`config.mk`:
```
export PLATFORM = sky130hd
export DESIGN_NAME = qrl_ledger_ram
export DESIGN_NICKNAME = d
export VERILOG_FILES = /design/src/design/qrl_pkg.sv /design/src/design/qrl_ledger_ram.sv
export SDC_FILE = /design/constraint.sdc
export NUM_CORES = 2
export LEC_CHECK = 0
export ABC_CLOCK_PERIOD_IN_PS = 14500
export BUFFER_PORTS_ARGS = -buffer_cell sky130_fd_sc_hd__buf_2
export CAP_MARGIN = 20
export CORE_ASPECT_RATIO = 2
export CORE_MARGIN = 4
export CORE_UTILIZATION = 51
export DETAILED_ROUTE_END_ITERATION = 10
export HOLD_SLACK_MARGIN = 0.05
export PLACE_DENSITY = 0.66
export SYNTH_ARGS = -nofsm -noshare
export SYNTH_HDL_FRONTEND = slang
export SYNTH_MEMORY_MAX_BITS = 65536
export SYNTH_SLANG_ARGS = --single-unit
```
`constraint.sdc`:
```
create_clock -name i_clk -period 14.5 [get_ports i_clk]
set_input_delay 2.9 -clock i_clk [delete_from_list [all_inputs] [get_ports i_clk]]
set_output_delay 2.9 -clock i_clk [all_outputs]
set_load 0.01 [all_outputs]
```
`src/design/qrl_pkg.sv`:
```
// Shared types and codes of the quota reservation ledger.
`default_nettype none
package qrl_pkg;

    // request kinds carried in s_axis_tuser
    localparam logic [1:0] MODE_RESERVE  = 2'd0;
    localparam logic [1:0] MODE_RELEASE  = 2'd1;
    localparam logic [1:0] MODE_OVERRIDE = 2'd2;

    // configuration register indexes
    localparam logic [1:0] CFG_MAX_JOBS   = 2'd0;
    localparam logic [1:0] CFG_MAX_SHARDS = 2'd1;
    localparam logic [1:0] CFG_MAX_MEMORY = 2'd2;

    typedef enum logic [2:0] {
        ST_OK        = 3'd0,
        ST_INVALID   = 3'd1,
        ST_CONFLICT  = 3'd2,
        ST_EXCEEDED  = 3'd3,
        ST_NOT_FOUND = 3'd4
    } t_status;

    // jobs / shards / memory triple, used both for usage and for limits
    typedef struct packed {
        logic [52:0] memory;
        logic [21:0] shards;
        logic [6:0]  jobs;
    } t_amounts;

    // one reservation as recorded in the ledger
    typedef struct packed {
        logic [46:0] memory;
        logic [14:0] shards;
        logic [3:0]  project;
    } t_ledger_entry;

endpackage
`default_nettype wire

```
`src/design/qrl_ledger_ram.sv`:
```
// Reservation ledger storage: one write port, one registered read port.
`default_nettype none
module qrl_ledger_ram #(
    parameter int DEPTH = 64,
    parameter int AW    = 6
) (
    input  wire                         i_clk,
    input  wire                         i_rd_en,
    input  wire  [AW-1:0]               i_rd_addr,
    output qrl_pkg::t_ledger_entry      o_rd_data,
    input  wire                         i_wr_en,
    input  wire  [AW-1:0]               i_wr_addr,
    input  wire qrl_pkg::t_ledger_entry i_wr_data
);

    qrl_pkg::t_ledger_entry r_mem [DEPTH];
    qrl_pkg::t_ledger_entry r_rd_data;

    always_ff @(posedge i_clk) begin
        if (i_wr_en) begin
            r_mem[i_wr_addr] <= i_wr_data;
        end
        if (i_rd_en) begin
            r_rd_data <= r_mem[i_rd_addr];
        end
    end

    assign o_rd_data = r_rd_data;

endmodule
`default_nettype wire

```
# Yosys cells after proc, flatten, opt, wreduce, memory -nomap -nowiden
# Memories as Yosys holds them, arrays and structs flattened. A register that Yosys moved wholly into a read port is not among the register bits.
# Index checks and enable logic that the tools add are counted.
# totals
output_inout_bits	66
inputBits	81
memories	1
ram_bits	4224
word_cells	3
ff_bits	0
# mem_list
memory	words	width	rd	rd_ports_with_merged_regs	wr	line_no	source
r_mem	64	66	1	1	1	qrl_ledger_ram.sv:16	qrl_pkg::t_ledger_entry r_mem [DEPTH];
# op_classes
muxes	2
# op_table
op	n
$mux W1	2

# Logic depth before layout (Yosys ltp)
# depth
depth_word	2
ltp_mapped	10
depth_no_buf	5

# Worst setup path before layout
# OpenSTA, ideal clock, no wires.
# synth_timing
path_type	input to register
startpoint	in i_wr_addr[3]
endpoint	mem r_mem[48][0] (netlist bit), enable pin
arrival_ns	7.880
path_buffers	1
setup_slack_ns	6.049
required_ns	13.929
setup_time_ns	0.571
path_stages	4
cell_sequence	clkbuf_1 -> nor2b_1 -> nand4b_1 -> nor3_1
# synth_lines
item	line_no	source
from (decl)	qrl_ledger_ram.sv:12	input wire [AW-1:0] i_wr_addr,
to (decl)	qrl_ledger_ram.sv:16	
# Straight into the memory's write port.

==> metrics <==
status=finished clean; register area share after synthesis=79.9%; crit path max fanout=94; CP arrival=around 7500 ps; layout net count=~7,300; first-pass GRT wire length=approximately 650 mm; endpoints failing hold=0; Leakage=54.9 nW; port bufs=146; Final ANT Viol Nets=0; asr flop ratio synth=0%; Worst path slowest cell=nor4_1; Synth area leaders=edfxtp_1, mux4_2, o22ai_1; Die ar.=about 330,000 sq um; Ys Warns=0; Pwr Density=roughly 140 nW/um^2; Required @ worst endpoint=approximately 15,000 ps; Max transition margin=18.4%; Crit Path Category=primary input to flop; root buffer cell=clkbuf_16; number of synthesized register bits=around 4,300; Post-CTS Resized=0; CP endpoint kind=flop; Routed WL=around 470 mm; cts bufs inserted=between 300 and 400; initial core utilization=between 50% and 60%; Layout area overhead=11.2%; # DRC=0; placed insts=around 11,000; slew of the pin with the lowest slew margin=1210 ps; RSZ-0062 raised after global routing=no; clock sinks=4,290; Synth top area share=around 80%; worst skew pair latency=930 ps; DR iter-0 viols=between 10,000 and 15,000; Hold Crit Class=flop to flop; number of enable flip-flop cells after synthesis=about 4,300; Distinct cells, synth=35; Hold-fix buffers, CTS=0; peak supply drop=slightly below 100 uV; max cap viols=0; Worst-path clk slew=70 ps; total number of vias=~80,000; Final setup viols=0; H-tree depth=5; initial antenna violation count=42; aggregate global-route resource usage=a little under 30%; syn_nets=between 6,000 and 7,000; most used cell, CP=buf_4; Syn Inst Count=slightly below 7,000; total negative slack=0 ps; Final Cell Area=179,000 sq um; Mean Syn Cell Area=23.5 sq um; DRT Pass-1 Iters=8; Final min period=6700 ps; WL per Instance=around 40 microns; post-CTS setup buffer count=0; I/O Pins=around 150; layout cell share with drive strength beyond 1=26.7%; crit path launch type=primary input; vias per inst=roughly 6.9; post-route insts no fill=roughly 12,000; post-synth top area cell=edfxtp_1; Final Skew=about 40 ps; chip height=between 800 and 900 microns; vias in the first global route=between 80,000 and 90,000; Mapped Area=about 160,000 sq um; largest net degree at the start of global routing=approximately 120; R2R Setup Slk=approximately 12,000 ps; buffer depth of the longest clock path=4; placed inst area=~170,000 sq um; die width=between 400 and 500 microns; worst path cell trace=buf_8 > buf_4 > nor2b_2 > buf_4 > nand2b_4 > buf_4 > o22ai_1 > nor4_1 > buf_4 > o22a_1; GPL Wtd Cong=approximately 0.8; hpwl dp=256 mm; fill count=around 22,000; Primary FF master, synth=edfxtp_1; period utilization=roughly 46%; CTS tree=built; standard-cell rows=291; Core ar.=roughly 310,000 sq um; Final Slew Violations=0; crit-path max cell delay=between 800 and 900 ps; GR Overflow Total=0; fmax=roughly 150 MHz
[path summary, 6_finish.rpt]
| kind | startpoint | endpoint | cells past startpoint |
|---|---|---|---|
| setup / recovery | i_rd_addr[2] | o_rd_data[21] | 10 |
| hold reg to reg | r_mem[47][64] | o_rd_data[64] | 4 |
| hold / removal | r_mem[47][64] | o_rd_data[64] | 4 |
| setup reg to reg | r_mem[24][32] | o_rd_data[32] | 4 |
[through the flow]
step,setup slack (ps),hold WS [ps],total power [mW],util [%]
detailed placement,6890,903,15.2,53.3
global placement,6870,887,15.2,53.3
global route,7810,959,25.0,57.0
floorplan,6050,771,14.7,-
finish,7800,922,24.4,57.0
CTS,7840,923,24.4,56.8
[report_power, final]
part | internal [mW] | total (mW) | switching (mW)
sequential | 13.7 | 13.8 | 0.0556
clock | 5.05 | 9.38 | 4.33
combinational | 0.419 | 1.18 | 0.756
total | 19.2 | 24.4 | 5.14
[area by class of cell]
cell class                      instances  area [sq um]  area share [%]
Multi-Input combinational cell       2163         31000            17.3
Tap cell                             4102          5130            2.86
Clock buffer                          422          9180            5.12
Sequential cell                      4290        129000            71.9
Timing Repair Buffer                  409          3330            1.86
Antenna cell                           17          42.5          0.0237
Clock inverter                        195          1720           0.962
[cells in the final DEF, fill, tap and decap left out, drive strengths merged, types with 11 or more instances in the layout]
cell    count
edfxtp   4290
nor2b      89
mux4     1009
o22ai     318
a211oi    106
a22oi      53
nand3      26
nand2      27
o221ai     66
o22a       56
clkinv    144
buf       409
mux2i     102
inv        11
diode      17
nor2      121
nor3       58
nor4       56
nand2b     11
clkbuf    422
bufinv     30
a21oi      12
[cells by family (layout without fill, tap and decap cells)]
kind of cell,count (synthesis),after routing,synth area share [%]
and+or+nand+nor,411,411,1.31
DFF,4290,4290,79.9
other,0,17,0
buffers and inverters,399,1026,1.20
AOI/OAI and AO/OA,634,634,2.77
muxes,1118,1118,14.8
[worst max-delay path: cells and delay by family]
family                 cells  cell delay [ps]
and+or+nand+nor            3             1370
AOI/OAI and AO/OA          2              310
buffers and inverters      5             2460
[synthesized netlist by cell type, types with 27 or more instances]
library cell	instances
mux4_2	1009
nor2_1	120
clkbuf_1	194
nor2b_1	89
buf_4	49
o22a_1	56
edfxtp_1	4290
mux2i_1	102
o22ai_1	318
buf_1	36
nor4_1	56
buf_2	104
a22oi_1	53
o221ai_1	66
nand2_1	27
a211oi_1	106
nor3_1	58
[flip-flops by register name (all words and copies together), names as in the netlist]
signal     flops
r_mem       4224
o_rd_data     66
[layer usage]
layer | wire, microns | vias to the layer above | global-route usage (%)
met3 | 45100 | 1118 | 5.39
li1 | - | 30319 | -
met1 | 159000 | 43347 | 36.4
met5 | 135 | - | 0
met4 | 25000 | 18 | 13.2
met2 | 242000 | 5220 | 48.9
Power figures use the tool's default switching activity.
