[config.mk]
export PLATFORM = sky130hd
export DESIGN_NAME = qrl_accounts
export DESIGN_NICKNAME = d
export VERILOG_FILES = /design/src/design/qrl_pkg.sv /design/src/design/qrl_accounts.sv
export SDC_FILE = /design/constraint.sdc
export NUM_CORES = 2
export LEC_CHECK = 0
export BUFFER_PORTS_ARGS = -buffer_cell sky130_fd_sc_hd__buf_4
export CAP_MARGIN = 20
export CORE_ASPECT_RATIO = 1.25
export CORE_UTILIZATION = 40
export DETAILED_ROUTE_END_ITERATION = 7
export GPL_TIMING_DRIVEN = 0
export PLACE_DENSITY = 0.57
export SLEW_MARGIN = 5
export SYNTH_ARGS = -nofsm -noshare
export SYNTH_HDL_FRONTEND = slang
export SYNTH_SLANG_ARGS = --single-unit
[constraint.sdc]
create_clock -name i_clk -period 21.5 [get_ports i_clk]
set_clock_uncertainty 0.1 [all_clocks]
set_input_delay 5.375 -clock i_clk [delete_from_list [all_inputs] [get_ports i_clk]]
set_output_delay 5.375 -clock i_clk [all_outputs]
set_load 0.02 [all_outputs]
[src/design/qrl_pkg.sv]
// Shared types and codes of the quota reservation ledger.
`default_nettype none
package qrl_pkg;

    // request kinds carried in s_axis_tuser
    localparam logic [1:0] MODE_RESERVE  = 2'd0;
    localparam logic [1:0] MODE_RELEASE  = 2'd1;
    localparam logic [1:0] MODE_OVERRIDE = 2'd2;

    // configuration register indexes
    localparam logic [1:0] CFG_MAX_JOBS   = 2'd0;
    localparam logic [1:0] CFG_MAX_SHARDS = 2'd1;
    localparam logic [1:0] CFG_MAX_MEMORY = 2'd2;

    typedef enum logic [2:0] {
        ST_OK        = 3'd0,
        ST_INVALID   = 3'd1,
        ST_CONFLICT  = 3'd2,
        ST_EXCEEDED  = 3'd3,
        ST_NOT_FOUND = 3'd4
    } t_status;

    // jobs / shards / memory triple, used both for usage and for limits
    typedef struct packed {
        logic [52:0] memory;
        logic [21:0] shards;
        logic [6:0]  jobs;
    } t_amounts;

    // one reservation as recorded in the ledger
    typedef struct packed {
        logic [46:0] memory;
        logic [14:0] shards;
        logic [3:0]  project;
    } t_ledger_entry;

endpackage
`default_nettype wire

[src/design/qrl_accounts.sv]
// Per-project usage counters and limit overrides.
`default_nettype none
module qrl_accounts #(
    parameter int NUM_PROJECTS = 16,
    parameter int PW           = 4
) (
    input  wire                    i_clk,
    input  wire                    i_rst_n,
    input  wire  [PW-1:0]          i_idx,
    input  wire                    i_usage_we,
    input  wire qrl_pkg::t_amounts i_usage,
    input  wire                    i_ovr_we,
    input  wire qrl_pkg::t_amounts i_ovr,
    output qrl_pkg::t_amounts      o_usage,
    output logic                   o_ovr_valid,
    output qrl_pkg::t_amounts      o_ovr
);

    qrl_pkg::t_amounts        r_usage [NUM_PROJECTS];
    qrl_pkg::t_amounts        r_ovr   [NUM_PROJECTS];
    logic [NUM_PROJECTS-1:0]  r_ovr_valid;

    // usage and override flags clear on reset
    always_ff @(posedge i_clk) begin
        if (!i_rst_n) begin
            for (int k = 0; k < NUM_PROJECTS; k++) begin
                r_usage[k] <= '0;
            end
            r_ovr_valid <= '0;
        end else begin
            if (i_usage_we) begin
                r_usage[i_idx] <= i_usage;
            end
            if (i_ovr_we) begin
                r_ovr_valid[i_idx] <= 1'b1;
            end
        end
    end

    // override limits are only read behind their valid flag
    always_ff @(posedge i_clk) begin
        if (i_ovr_we) begin
            r_ovr[i_idx] <= i_ovr;
        end
    end

    assign o_usage     = r_usage[i_idx];
    assign o_ovr_valid = r_ovr_valid[i_idx];
    assign o_ovr       = r_ovr[i_idx];

endmodule
`default_nettype wire

Word-level counts from Yosys, hierarchy flattened
Memory sizes are Yosys's and may differ from the RTL's. Cells that the tools add are included.

Memories: 2. Register bits after elaboration: 16. Word-level logic and storage cells: 21. Bits of input ports: 172. Memory bits (writable): 2624. Output and inout port bits: 165.

Bitwise operators: 1. Reductions and logical operators: 2. Multiplexer cells: 13. $lt $le $gt $ge: 2.

Memory list: r_ovr (depth 16, width 82, rd ports 1, clocked after Yosys merged registers in 0, write ports 1, line qrl_accounts.sv:20) `qrl_pkg::t_amounts r_ovr [NUM_PROJECTS];`; r_usage (depth 16, width 82, rd ports 1, clocked after Yosys merged registers in 0, write ports 16, line qrl_accounts.sv:19) `qrl_pkg::t_amounts r_usage [NUM_PROJECTS];`.

Operator list (count): $mux W82 (1); $reduce_or A82 Y1 (1); $or A16 B16 Y16 (1); $mux W1 (9); $lt A4 B5 Y1 const B (1); $bmux W1 S4 (1); $demux W1 S4 (1); $ge A4 B1 Y1 const B (1); $mux W4 (1); $logic_and A1 B1 Y1 (1).

Longest topological paths before layout
Word-level depth: 5. Mapped depth: 8. Mapped depth without buffers: 3.

Worst setup path before layout
No wires, ideal clock.

Path kind: in2reg. Start point: in i_idx[0]. End point: mem r_usage[11][0] (netlist bit), enable pin. Stages on the path: 6. Path buffers: 4. Required time: 20.764 ns. Setup slack: 8.904 ns. Arrival: 11.860 ns. Setup time: 0.636 ns. Cells stage by stage: buf_2 > buf_6 > buf_6 > nand2_1 > buf_2 > o21ai_0.

RTL lines: start, declared (line qrl_accounts.sv:9) `input wire [PW-1:0] i_idx,`; end, declared (line qrl_accounts.sv:19).

==> impl_metrics.yaml <==
status:
  status: "finished, final reports clean"
finish:
  areaGrowthSynthToFinish_pct: 17.3
  fillers: 22600
  drive_gt1_share_pct: 25.7
  fin_nets: 6556
floorplan:
  core_area_um2: 267000
  start_util_pct: 40.3
  dieArea_um2: 272000
  die_w_um: 466
  die_h_um: 582
  fp-row-count: 212
  io_pins: 337
drt:
  drt_iter0_markers: 5062
  viasPerCell: 5.43
  drc: 0
  ant_nets: 0
  finalWirelength_um: 295000
  vias: 55100
  wire_per_inst_um: 29.1
  first_pass_iters: 5
setup_path:
  cp_max_fo: 13
  crit_type: "in2out"
  crit_path_start_kind: "input port"
  timing.rr.start: "r_ovr_valid[8]"
  crit_path_end_kind: "primary output"
  r2r_end: "r_ovr_valid[8]"
  r2r_slack_ns: 20.78
  required_ns: 16.02
  reg2regPathDepth: 1
  crit_arrival_ns: 8.67
sta:
  max_slew_margin_pct: 21.6
  fmaxAchievable_ghz: 0.0707
  period_share_pct: 65.8
  worst_slew_pin_slew_ns: 1.18
  hold_viol: 0
  postLayoutSetupSlackWorst_ns: 7.36
  slew_viol_final: 0
  finalSetupViolations: 0
  final.min_clock_period_ns: 14.14
  fin_tns_setup_ns: 0
  rsz0062_at_grt: "false"
place:
  place_ws_ns: 7.27
  io_buffers: 333
  dpl.hpwl_um: 200000
  gp_congestion: 0.774
worst_hold_path:
  hp-class: "reg2reg"
  hold_start: "r_ovr_valid[14]"
  whs_path_depth: 1
  min_to: "r_ovr_valid[14]"
global_route:
  grt_util_all_layers_pct: 21.7
  grt_pass1_vias: 58300
  antenna_found_initial: 46
  globalRoute.totalOverflow: 0
  grt_max_degree: 46
  grt_pass1_wl_um: 420000
synth:
  yosysTopAreaCell: "edfxtp_1"
  avgSynthCellArea_um2: 19.1
  synth_ff_type: "edfxtp_1"
  synthArstFlopShare_pct: 0
  synthCells: 5632
  synthTopCellsByCount: "edfxtp_1 (2,624), and2_1 (1,313), mux4_2 (660)"
  seq_area_frac_synth_pct: 73.4
  netlist_area_um2: 108000
  ys_types: 27
  synthTopCellsByArea: "edfxtp_1 (73%), mux4_2 (14%), and2_1 (7.6%), a22oi_1 (2.3%), clkbuf_1 (0.87%)"
  ys.warnings.count: 0
  synthesis.nets: 5804
  synth_edf_count: 2624
  synth_most_common_cell: "edfxtp_1"
  ys_seq_elements: 2640
  synth.top_cell.area_share_pct: 73.1
cts:
  postCtsSetupRepairBufs: 0
  clockBufferDepth: 4
  ctsHoldBuffers: 0
  ctsResizeCount: 0
  insertion_delay_ns: 0.83
  htree_levels: 5
  clk_pin_slew_worst_paths_ns: 0.06
  cts_tree: "built"
  cts_buffers: 284
  cts-root-buf: "clkbuf_16"
  clock-sinks: 2640
power_and_ir_drop:
  finalPower_mw: 11.4
  p_leak_nw: 42.2
  power.density_nw_per_um2: 90.0
  ir_drop_mv: 0.0632
run:
  maxCapViolCount: 0
power by group:
group / leakage (nW) / switching [mW] / internal (mW)
registers: 24.5 / 0.0465 / 5.85
logic: 13.6 / 0.510 / 0.333
clock network: 4.16 / 1.99 / 2.65
kinds of logic after synthesis:
group | Yosys count | share of synthesized area (%)
AOI/OAI and AO/OA | 358 | 2.46
buffers and inverters | 444 | 1.84
DFF | 2640 | 73.4
muxes | 660 | 13.8
and+or+nand+nor | 1530 | 8.54
placed cells by master, fill, tap and decap left out, drive strengths merged:
master,instances
a22oi,330
and2,1313
buf,628
bufinv,13
clkbuf,654
clkinv,95
clkinvlp,5
dfxtp,16
diode,23
edfxtp,2624
inv,12
mux4,660
nand2,167
nand2b,6
nand3,1
nand3b,2
nand4,1
nand4b,2
nor2,29
nor2b,2
nor3,4
o21a,16
o21ai,12
or2,2
or3b,1
registers in the layout, summed over array words and instances (netlist names):
| name | flops |
|---|---|
| r_usage | 1312 |
| r_ovr | 1312 |
| r_ovr_valid | 16 |
critical path: stages:
cell     delay, ns
buf_2         0.13
buf_2         0.32
buf_2         0.88
buf_2         0.56
mux4_2        0.39
a22oi_1       0.24
nand2_1       0.39
buf_4         0.29
worst max path at each step:
stage / start / slack [ns] / to / cells after the start
finish: i_idx[1] / 7.36 / o_usage[0] / 8
global route: i_idx[1] / 7.27 / o_usage[0] / 8
CTS: i_idx[1] / 7.26 / o_usage[0] / 8
detailed placement: i_idx[1] / 7.27 / o_usage[0] / 8
global placement: i_idx[0] / 1.49 / r_usage[11][21] / 6
floorplan: i_idx[0] / 8.90 / r_usage[11][0] / 6
layer usage:
layer / global-route usage [%] / routed length [um] / up-vias
met5: 0 / 133 / -
met4: 7.14 / 9040 / 22
met3: 3.37 / 18100 / 390
met2: 38.1 / 155000 / 1816
met1: 27.2 / 113000 / 29200
li1: - / - / 23700
stage by stage:
step | hold slack [ns] | cell area (um^2) | util [%] | std cells
floorplan | 0.335 | 108000 | - | 5632
global placement | 0.341 | 115000 | 42.9 | 9496
detailed placement | 0.353 | 118000 | 44.1 | 9627
CTS | 0.367 | 126000 | 47.3 | 10100
global route | 0.385 | 126000 | 47.3 | 10100
finish | 0.364 | 126000 | 47.3 | 10100
layout make-up:
type                            instances  area, um^2  share of cell area [%]
Tap cell                             3531        4420                    3.49
Clock inverter                        125         985                   0.779
Clock buffer                          372        7590                    6.00
Buffer                                444        1990                    1.57
Antenna cell                           23        57.6                  0.0455
Multi-Input combinational cell       2548       27000                    21.4
Timing Repair Buffer                  466        5300                    4.19
Sequential cell                      2640       79100                    62.6
Power figures use the tool's default switching activity.
